$ cat src/rtl/core/ogpb_pkg.sv
// shared types and constants for the oled glyph page blitter
// no dependencies
package ogpb_pkg;

    localparam int unsigned NUM_LANES        = 8;
    localparam int unsigned COLUMN_OFFSET_DEF = 2;
    localparam int unsigned MAX_X            = 119;
    localparam int unsigned MAX_Y            = 55;

    localparam logic [6:0] DEV_ADDR_RESET = 7'd60;

    localparam logic [7:0] CTRL_CMD   = 8'h80;
    localparam logic [7:0] CTRL_DATA  = 8'h40;
    localparam logic [7:0] CMD_PAGE   = 8'hB0;
    localparam logic [7:0] CMD_COL_LO = 8'h00;
    localparam logic [7:0] CMD_COL_HI = 8'h10;
    localparam logic [3:0] NIBBLE     = 4'hF;

    // byte positions within one page sequence
    localparam logic [4:0] POS_ADDR_PAGE = 5'd0;
    localparam logic [4:0] POS_CTRL_PAGE = 5'd1;
    localparam logic [4:0] POS_CMD_PAGE  = 5'd2;
    localparam logic [4:0] POS_ADDR_LO   = 5'd3;
    localparam logic [4:0] POS_CTRL_LO   = 5'd4;
    localparam logic [4:0] POS_CMD_LO    = 5'd5;
    localparam logic [4:0] POS_ADDR_HI   = 5'd6;
    localparam logic [4:0] POS_CTRL_HI   = 5'd7;
    localparam logic [4:0] POS_CMD_HI    = 5'd8;
    localparam logic [4:0] POS_ADDR_DATA = 5'd9;
    localparam logic [4:0] POS_CTRL_DATA = 5'd10;
    localparam logic [4:0] POS_DATA_0    = 5'd11;
    localparam logic [4:0] POS_DATA_LAST = 5'd18;

    typedef struct packed {
        logic [NUM_LANES-1:0][7:0] lo;
        logic [NUM_LANES-1:0][7:0] hi;
        logic [2:0]                page;
        logic [6:0]                col;
        logic                      two_pages;
    } t_job;

endpackage

$ cat src/rtl/core/ogpb_lane.sv
// one column lane: optional transpose, shift by row offset, split into two pages
// depends on ogpb_pkg
module ogpb_lane #(
    parameter int unsigned LANE = 0
) (
    input  logic [ogpb_pkg::NUM_LANES*8-1:0] i_glyph,
    input  logic                             i_rows,
    input  logic [2:0]                       i_shift,
    output logic [7:0]                       o_lo,
    output logic [7:0]                       o_hi
);
    import ogpb_pkg::*;

    logic [7:0]  col_byte;
    logic [7:0]  tr_byte;
    logic [15:0] shifted;

    always_comb begin
        for (int j = 0; j < 8; j++) begin
            tr_byte[j] = i_glyph[8*j + LANE];
        end
    end

    assign col_byte = i_rows ? tr_byte : i_glyph[8*LANE +: 8];
    assign shifted  = {8'd0, col_byte} << i_shift;
    assign o_lo     = shifted[7:0];
    assign o_hi     = shifted[15:8];

endmodule

$ cat src/rtl/core/ogpb_serializer.sv
// merges lane results into the bus byte stream, one byte per transfer
// depends on ogpb_pkg
module ogpb_serializer (
    input  logic             i_clk,
    input  logic             i_rst_n,
    input  logic [6:0]       i_dev_addr,
    input  logic             i_job_valid,
    input  ogpb_pkg::t_job   i_job,
    output logic             o_job_ready,
    output logic             o_valid,
    input  logic             i_ready,
    output logic [7:0]       o_bus_byte,
    output logic             o_frame_start,
    output logic             o_frame_end,
    output logic             o_last
);
    import ogpb_pkg::*;

    logic       r_busy, n_busy;
    logic [4:0] r_pos, n_pos;
    logic       r_second, n_second;
    t_job       r_cur;

    logic       out_xfer;
    logic       seq_end;
    logic [2:0] page_now;
    logic [7:0] addr_byte;
    logic [2:0] data_idx;
    logic [7:0] data_byte;

    assign out_xfer    = r_busy && i_ready;
    assign seq_end     = (r_pos == POS_DATA_LAST) && (r_second || !r_cur.two_pages);
    assign o_job_ready = !r_busy || (out_xfer && seq_end);
    assign o_valid     = r_busy;
    assign o_last      = seq_end;

    assign page_now  = r_cur.page + {2'd0, r_second};
    assign addr_byte = {i_dev_addr, 1'b0};
    assign data_idx  = 3'(r_pos - POS_DATA_0);
    assign data_byte = r_second ? r_cur.hi[data_idx] : r_cur.lo[data_idx];

    always_comb begin
        o_bus_byte    = data_byte;
        o_frame_start = 1'b0;
        o_frame_end   = 1'b0;
        case (r_pos)
            POS_ADDR_PAGE, POS_ADDR_LO, POS_ADDR_HI, POS_ADDR_DATA: begin
                o_bus_byte    = addr_byte;
                o_frame_start = 1'b1;
            end
            POS_CTRL_PAGE, POS_CTRL_LO, POS_CTRL_HI: begin
                o_bus_byte = CTRL_CMD;
            end
            POS_CTRL_DATA: begin
                o_bus_byte = CTRL_DATA;
            end
            POS_CMD_PAGE: begin
                o_bus_byte  = CMD_PAGE | {5'd0, page_now};
                o_frame_end = 1'b1;
            end
            POS_CMD_LO: begin
                o_bus_byte  = CMD_COL_LO | {4'd0, r_cur.col[3:0] & NIBBLE};
                o_frame_end = 1'b1;
            end
            POS_CMD_HI: begin
                o_bus_byte  = CMD_COL_HI | {4'd0, {1'b0, r_cur.col[6:4]} & NIBBLE};
                o_frame_end = 1'b1;
            end
            POS_DATA_LAST: begin
                o_bus_byte  = data_byte;
                o_frame_end = 1'b1;
            end
            default: begin
                o_bus_byte = data_byte;
            end
        endcase
    end

    always_comb begin
        n_busy   = r_busy;
        n_pos    = r_pos;
        n_second = r_second;
        if (o_job_ready) begin
            n_busy   = i_job_valid;
            n_pos    = POS_ADDR_PAGE;
            n_second = 1'b0;
        end else if (out_xfer) begin
            if (r_pos == POS_DATA_LAST) begin
                n_pos    = POS_ADDR_PAGE;
                n_second = 1'b1;
            end else begin
                n_pos = r_pos + 5'd1;
            end
        end
    end

    always_ff @(posedge i_clk) begin
        if (!i_rst_n) begin
            r_busy   <= 1'b0;
            r_pos    <= POS_ADDR_PAGE;
            r_second <= 1'b0;
        end else begin
            r_busy   <= n_busy;
            r_pos    <= n_pos;
            r_second <= n_second;
        end
    end

    always_ff @(posedge i_clk) begin
        if (o_job_ready && i_job_valid) begin
            r_cur <= i_job;
        end
    end

endmodule

$ cat src/rtl/core/oled_glyph_page_blitter_top.sv
// top level of the oled glyph page blitter: clamp, column lanes, job register, serializer
// depends on ogpb_pkg, ogpb_lane, ogpb_serializer
//
// channel  | signals                                        | dir
// glyph in | i_valid, o_ready, i_x_pos, i_y_pos,            | in
//          | i_glyph_bits, i_rows_given                     |
// bus out  | o_valid, i_ready, o_bus_byte, o_frame_start,   | out
//          | o_frame_end, o_last                            |
// config   | i_cfg_we, i_cfg_data                           | in
//
// a glyph yields 19 bytes (page aligned row) or 38 bytes, one per output transfer,
// all of them sent by the byte serializer
// lanes and clamp finish in the accept cycle; the job register holds one glyph
// while the previous one streams, so a waiting glyph follows its last byte directly
// output stall freezes the serializer; reset empties both stages and loads address 60
module oled_glyph_page_blitter_top #(
    parameter int unsigned COLUMN_OFFSET = ogpb_pkg::COLUMN_OFFSET_DEF
) (
    input  logic               i_clk,
    input  logic               i_rst_n,
    input  logic               i_cfg_we,
    input  logic [6:0]         i_cfg_data,
    input  logic               i_valid,
    output logic               o_ready,
    input  logic signed [15:0] i_x_pos,
    input  logic signed [15:0] i_y_pos,
    input  logic [63:0]        i_glyph_bits,
    input  logic               i_rows_given,
    output logic               o_valid,
    input  logic               i_ready,
    output logic [7:0]         o_bus_byte,
    output logic               o_frame_start,
    output logic               o_frame_end,
    output logic               o_last
);
    import ogpb_pkg::*;

    logic [6:0] r_dev_addr;
    logic       r_job_valid, n_job_valid;
    t_job       r_job;
    t_job       n_job;
    logic       job_ready;
    logic       in_xfer;
    logic [6:0] x_cl;
    logic [5:0] y_cl;

    assign o_ready = !r_job_valid || job_ready;
    assign in_xfer = i_valid && o_ready;

    always_comb begin
        if (i_x_pos < 0) begin
            x_cl = 7'd0;
        end else if (i_x_pos > 16'(MAX_X)) begin
            x_cl = 7'(MAX_X);
        end else begin
            x_cl = i_x_pos[6:0];
        end
        if (i_y_pos < 0) begin
            y_cl = 6'd0;
        end else if (i_y_pos > 16'(MAX_Y)) begin
            y_cl = 6'(MAX_Y);
        end else begin
            y_cl = i_y_pos[5:0];
        end
    end

    assign n_job.page      = y_cl[5:3];
    assign n_job.col       = 7'(x_cl + 7'(COLUMN_OFFSET));
    assign n_job.two_pages = (y_cl[2:0] != 3'd0);

    for (genvar g = 0; g < NUM_LANES; g++) begin : g_lane
        ogpb_lane #(
            .LANE(g)
        ) u_lane (
            .i_glyph (i_glyph_bits),
            .i_rows  (i_rows_given),
            .i_shift (y_cl[2:0]),
            .o_lo    (n_job.lo[g]),
            .o_hi    (n_job.hi[g])
        );
    end

    always_comb begin
        n_job_valid = r_job_valid;
        if (job_ready) begin
            n_job_valid = 1'b0;
        end
        if (in_xfer) begin
            n_job_valid = 1'b1;
        end
    end

    always_ff @(posedge i_clk) begin
        if (!i_rst_n) begin
            r_dev_addr  <= DEV_ADDR_RESET;
            r_job_valid <= 1'b0;
        end else begin
            r_job_valid <= n_job_valid;
            if (i_cfg_we) begin
                r_dev_addr <= i_cfg_data;
            end
        end
    end

    always_ff @(posedge i_clk) begin
        if (in_xfer) begin
            r_job <= n_job;
        end
    end

    ogpb_serializer u_serializer (
        .i_clk         (i_clk),
        .i_rst_n       (i_rst_n),
        .i_dev_addr    (r_dev_addr),
        .i_job_valid   (r_job_valid),
        .i_job         (r_job),
        .o_job_ready   (job_ready),
        .o_valid       (o_valid),
        .i_ready       (i_ready),
        .o_bus_byte    (o_bus_byte),
        .o_frame_start (o_frame_start),
        .o_frame_end   (o_frame_end),
        .o_last        (o_last)
    );

endmodule
$ cat config.mk
export PLATFORM = sky130hd
export DESIGN_NAME = oled_glyph_page_blitter_top
export DESIGN_NICKNAME = d
export VERILOG_FILES = /design/src/rtl/core/ogpb_pkg.sv /design/src/rtl/core/ogpb_lane.sv /design/src/rtl/core/ogpb_serializer.sv /design/src/rtl/core/oled_glyph_page_blitter_top.sv
export SDC_FILE = /design/constraint.sdc
export NUM_CORES = 1
export LEC_CHECK = 0
export BUFFER_PORTS_ARGS = -buffer_cell sky130_fd_sc_hd__buf_2
export CAP_MARGIN = 20
export CORE_ASPECT_RATIO = 1.25
export CORE_MARGIN = 2
export CORE_UTILIZATION = 55
export DETAILED_ROUTE_END_ITERATION = 7
export PLACE_DENSITY = 0.75
export SETUP_SLACK_MARGIN = 0.5
export SYNTH_ARGS = -nofsm -noshare
export SYNTH_HDL_FRONTEND = slang
export SYNTH_SLANG_ARGS = --single-unit
$ cat constraint.sdc
create_clock -name i_clk -period 14.02 [get_ports i_clk]
set_input_delay 2.804 -clock i_clk [delete_from_list [all_inputs] [get_ports i_clk]]
set_output_delay 2.804 -clock i_clk [all_outputs]
set_load 0.1 [all_outputs]
* Word level (Yosys, flattened, before mapping)
Index checks and enable logic that the tools add are counted.
** Operators by class
- Add/sub/neg operators :: 4
- Magnitude comparators :: 5
- Equal/unequal tests :: 11
- Shift operators :: 8
- Mux-type cells :: 23
- Bitwise gates (word level) :: 1
- Reductions and logical operators :: 20
** Operators with widths (number)
- $shl A8 B3 Y16 :: 8
- $mux W8 :: 10
- $bmux W8 S3 :: 2
- $pmux W8 S6 :: 1
- $lt A16 B1 Y1 const B :: 2
- $mux W7 :: 3
- $eq A5 B3 Y1 const B :: 4
- $gt A16 B6 Y1 const B :: 1
- $gt A16 B7 Y1 const B :: 1
- $eq A5 B4 Y1 const B :: 3
- $eq A5 B2 Y1 const B :: 2
- $reduce_or A4 Y1 :: 2
- $add A7 B2 Y7 const B :: 1
- $mux W6 :: 1
- $add A5 B1 Y5 const B :: 1
- $eq A5 B1 Y1 const B :: 1
- $eq A5 B5 Y1 const B :: 1
- $logic_and A1 B1 Y1 :: 5
- $logic_not A5 Y1 :: 1
- $mux W5 :: 1
- $lt A3 B4 Y1 const B :: 1
- $mux W1 :: 4
- $reduce_or A2 Y1 :: 2
- $add A3 B1 Y3 :: 1
- other kinds (9) :: 13
** Storage, ports and cells
- Flip-flop bits (word level) :: 293
- Output and inout port bits :: 13

* Longest topological paths before layout
- Depth after elaboration :: 8
- Depth in mapped cells :: 11
- Depth with buffers taken out :: 10

* Hierarchy
Synthesis repeated with hierarchy kept, for this count alone.
** Second synthesis, totals
- Cells, all modules :: 980
- Area total of the unflattened synthesis :: 14660.3 sq um
** By module, submodules not included
- ogpb_serializer :: times used 1, cells each 303, area an instance 5995.8 sq um
- oled_glyph_page_blitter_top :: times used 1, cells each 211, area an instance 4745.8 sq um
- ogpb_lane (g_lane[6].u_lane) :: times used 1, cells each 67, area an instance 521.8 sq um
- ogpb_lane (g_lane[4].u_lane) :: times used 1, cells each 57, area an instance 516.7 sq um
- ogpb_lane (g_lane[3].u_lane) :: times used 1, cells each 56, area an instance 500.5 sq um
- ogpb_lane (g_lane[0].u_lane) :: times used 1, cells each 56, area an instance 496.7 sq um
- ogpb_lane (g_lane[2].u_lane) :: times used 1, cells each 53, area an instance 491.7 sq um
- ogpb_lane (g_lane[1].u_lane) :: times used 1, cells each 52, area an instance 476.7 sq um
- ogpb_lane (g_lane[7].u_lane) :: times used 1, cells each 64, area an instance 465.4 sq um
- ogpb_lane (g_lane[5].u_lane) :: times used 1, cells each 61, area an instance 449.2 sq um

* Worst setup path after synthesis
OpenSTA, ideal clock, no wires.
- Kind :: reg2reg
- Start :: register u_serializer.r_pos[0]
- End :: register r_job[0] (netlist name), enable pin
- Setup time :: 663 ps
- Arrival time :: 11210 ps
- Data required time :: 13357 ps
- Slack :: 2148 ps
- Cell stages (with the launch flop) :: 9
- Buffers on the path :: 2
- Clock period less this slack :: 11872 ps
- Cells stage by stage :: dfxtp_1 -> buf_2 -> buf_1 -> inv_1 -> ha_1 -> nor4bb_1 -> a21boi_0 -> a21boi_0 -> a21oi_1
** Between the ends
- Longest elaborated chain between the ends :: 6
** Ends and longest elaborated chain
- from (decl) :: line ogpb_serializer.sv:20 : logic [4:0] r_pos, n_pos;
- from (signal assigned) :: line ogpb_serializer.sv:104 : r_pos <= n_pos;
- $eq A5 B5 Y1 :: line ogpb_serializer.sv:32 : assign seq_end = (r_pos == POS_DATA_LAST) && (r_second || !r_cur.two_pages);
- $logic_and A1 B1 Y1 :: line ogpb_serializer.sv:32
- via o_last :: line oled_glyph_page_blitter_top.sv:34 : output logic o_last
- $logic_and A1 B1 Y1 :: line ogpb_serializer.sv:33 : assign o_job_ready = !r_busy || (out_xfer && seq_end);
- $logic_or A1 B1 Y1 :: line ogpb_serializer.sv:33
- $logic_or A1 B1 Y1 :: line oled_glyph_page_blitter_top.sv:47 : assign o_ready = !r_job_valid || job_ready;
- $logic_and A1 B1 Y1 :: line oled_glyph_page_blitter_top.sv:48 : assign in_xfer = i_valid && o_ready;
- via in_xfer :: line oled_glyph_page_blitter_top.sv:43 : logic in_xfer;
- to (signal assigned) :: line oled_glyph_page_blitter_top.sv:107 : r_job <= n_job;
- to (decl) :: line oled_glyph_page_blitter_top.sv:40 : t_job r_job;
The timed path passes the listed nets, and every way through them passes these cells.
A chain may end at the register's enable or synchronous reset.

* Worst setup path in the final report
- Start :: input port i_ready
- End :: output port o_ready
** Between the ends
- Longest elaborated chain between the ends :: 4
** Ends and longest elaborated chain
- from (decl) :: line oled_glyph_page_blitter_top.sv:30 : input logic i_ready,
- $logic_and A1 B1 Y1 :: line ogpb_serializer.sv:31 : assign out_xfer = r_busy && i_ready;
- $logic_and A1 B1 Y1 :: line ogpb_serializer.sv:33
- $logic_or A1 B1 Y1 :: line ogpb_serializer.sv:33
- $logic_or A1 B1 Y1 :: line oled_glyph_page_blitter_top.sv:47
- to (decl) :: line oled_glyph_page_blitter_top.sv:24 : output logic o_ready,
No other way between the ends.

==> flow_metrics.env <==
export IMPL_status="completed"
export IMPL_grt_usage=0.264
export IMPL_final_period_utilization=0.491
export IMPL_min_period_ps=6890
export IMPL_hp_class="reg -> reg"
export IMPL_die_height_um=176
export IMPL_synthCells=955
export IMPL_antenna_cells=0
export IMPL_start_kind="input port"
export IMPL_slew_headroom=0.267
export IMPL_htreeDepth=1
export IMPL_layout_drive_gt1_share=0.217
export IMPL_crit_chain="buf_2 > a21boi_0 > nand2_1 > buf_2"
export IMPL_vias_per_cell=6.29
export IMPL_synthAdderAreaFrac=0.00671
export IMPL_drt_iter0_markers=1128
export IMPL_setup_slack_ps=7130
export IMPL_post_place_ws_ps=7130
export IMPL_hold_start="r_job[95]$_DFFE_PP_"
export IMPL_final_cells=1368
export IMPL_gp_congestion=0.923
export IMPL_p_leak_nw=5.62
export IMPL_final_antenna_net_count=0
export IMPL_setup_viol=0
export IMPL_slowest_stage="a21boi_0"
export IMPL_peakVddDrop_mv=0.0830
export IMPL_finalSetupTns_ps=0
export IMPL_skew_ps=14.3
export IMPL_synth_compound_area_frac=0.0839
export IMPL_grt_pass1_vias=8172
export IMPL_critical_path_class="in -> out"
export IMPL_met2_usage=0.424
export IMPL_ys_seq_area_frac=0.626
export IMPL_cts_sinks=277
export IMPL_yosysTopAreaCell="edfxtp_1"
export IMPL_hold_viol=0
export IMPL_hpwl_um=22900
export IMPL_max_cap_violations=0
export IMPL_synth_edf_count=262
export IMPL_cts_tree="yes"
export IMPL_dominantRegCellSynth="edfxtp_1"
export IMPL_finalMaxSlewViolations=0
export IMPL_wl_per_cell_um=23.7
export IMPL_met3_usage=0.0342
export IMPL_grt_max_degree=83
export IMPL_overflow=0
export IMPL_syn_nets=1071
export IMPL_use_met1=0.365
export IMPL_syn_area_per_cell_um2=13.7
export IMPL_synthXorXnorAreaFrac=0.00470
export IMPL_max_freq_ghz=0.145
export IMPL_areaGrowthSynthToFinish_pct=14.0
export IMPL_start_util=0.556
export IMPL_crit_start="i_ready"
export IMPL_rsz0062_at_grt="false"
export IMPL_clk_latency_ps=530
export IMPL_yosys_top_cells_count="edfxtp_1 (262), mux2i_1 (129), nor2_1 (93)"
export IMPL_synthTopCellsByArea="edfxtp_1 (60%), mux2i_1 (9.9%), mux4_2 (6.4%)"
export IMPL_yosysMostFrequentCell="edfxtp_1"
export IMPL_yosys_warnings=0
export IMPL_core_um2=23500
export IMPL_cp_common_cell="buf_2"
export IMPL_ctsLongestPathBuffers=3
export IMPL_cts_resized=0
export IMPL_crit_fanout=5
export IMPL_routed_wl_um=32500
export IMPL_final_nets=1172
export IMPL_syn_area_um2=13100
export IMPL_port_buffers=121
export IMPL_cts_made_buffers=26
export IMPL_grt_busiest_layer="met2"
export IMPL_max_stage_delay_ps=700
export IMPL_vias=8604
export IMPL_powerDensity_nw_per_um2=131
export IMPL_grt_antenna_before_repair=0
export IMPL_arrival_ps=4080
export IMPL_clk_pin_slew_worst_paths_ps=60
export IMPL_synth_async_sr_flop_share=0
export IMPL_cts_root_buffer_cell="clkbuf_16"
export IMPL_synthMuxAreaShare=0.167
export IMPL_end_kind="output port"
export IMPL_yosys_area_top_type_share=0.603
export IMPL_synthSimpleGateAreaFrac=0.0836
export IMPL_dp_cells=1320
export IMPL_grt_pass1_wl_um=49000
export IMPL_utilization=0.633
export IMPL_synth_top_family_by_area="multiplexers"
export IMPL_post_cts_repair_setup_buffers=0
export IMPL_fill_cells=1754
export IMPL_tightest_slew_ps=1100
export IMPL_cp_data_required_time_ps=11220
export IMPL_post_route_drc_count=0
export IMPL_yosys_register_bits=277
export IMPL_ys_types=59
export IMPL_holdBufCountCts=0
export IMPL_io_pins=122
export IMPL_dieArea_um2=25000
export IMPL_r2r_start="u_serializer.r_pos[0]$_SDFFE_PP0P_"
export IMPL_die_w_um=142
export IMPL_rows=63
export IMPL_dr_pass1_iters=7
[state kept, by name, indices dropped and copies added (netlist names)]
| signal | cells |
|---|---|
| r_job_valid | 1 |
| u_serializer.r_cur | 131 |
| u_serializer.r_second | 1 |
| r_dev_addr | 7 |
| u_serializer.o_valid | 1 |
| u_serializer.r_pos | 5 |
| r_job | 131 |
[final cells by class]
class / count / area [um^2] / share of cell area
sequential: 277 / 8170 / 0.549
multi-input combinational: 590 / 4610 / 0.310
timing repair buffer: 134 / 706 / 0.0474
clock buffer: 29 / 662 / 0.0445
tap: 292 / 365 / 0.0246
clock inverter: 19 / 263 / 0.0177
inverter: 27 / 101 / 0.00681
[per-stage QoR]
| step | area (um^2) | total power [mW] | hold WS (ps) |
|---|---|---|---|
| after CTS | 14900 | 1.95 | 398 |
| final | 14900 | 1.95 | 410 |
| after floorplan | 13100 | 1.14 | 400 |
| after detailed placement | 14000 | 1.21 | 405 |
| after global routing | 14900 | 2.01 | 404 |
| after global placement | 14000 | 1.21 | 400 |
[layout by cell type, fill, tap and decap left out, drive strengths merged, types with 5 or more instances in the layout]
master   count
dfxtp       15
buf        134
clkbuf      29
a2bb2oi      7
inv         27
nor3        12
and3         5
ha           7
nor2        93
mux4        37
nor2b        6
o211ai       6
a31oi        5
nand3       14
o22ai       33
a21oi       47
nand4        6
mux2         5
nand2       76
o21ai       18
xnor2        5
a22oi       21
and2         5
edfxtp     262
mux2i      129
bufinv       6
clkinv      11
[where the power goes]
part           switching [mW]  leakage [nW]  internal [mW]
Sequential             0.0173          2.67          0.974
Combinational           0.143          2.51         0.0681
Clock                   0.295         0.444          0.452
Total                   0.455          5.62           1.49
[final timing paths]
kind	endpoint	slack (ps)	depth (start not counted)
max reg2reg	r_job[84]$_SDFFCE_PP0P_	9360	8
max	o_ready	7130	4
min reg2reg	u_serializer.r_cur[95]$_DFFE_PP_	410	0
min	u_serializer.r_cur[95]$_DFFE_PP_	410	0
[layer usage]
metal / vias to the layer above / wire length, um / share of wire
met4: 0 / 1760 / 0.054
met3: 72 / 2490 / 0.077
li1: 3904 / - / -
met5: - / 0 / 0
met2: 476 / 15300 / 0.47
met1: 4152 / 12900 / 0.40
[cell families after synthesis]
family | Yosys count
muxes | 171
xor gates and xnor gates | 7
DFF | 277
adders and majority gates | 7
and+or+nand+nor | 239
buffers and inverters | 88
AOI/OAI and AO/OA | 166
[critical path: cells and delay by family]
kind,cells,cell delay (ps)
AO/OA/AOI/OAI,1,700
buffers and inverters,2,440
AND/OR/NAND/NOR,1,140
Note: power is estimated with default switching activity, not from simulation.
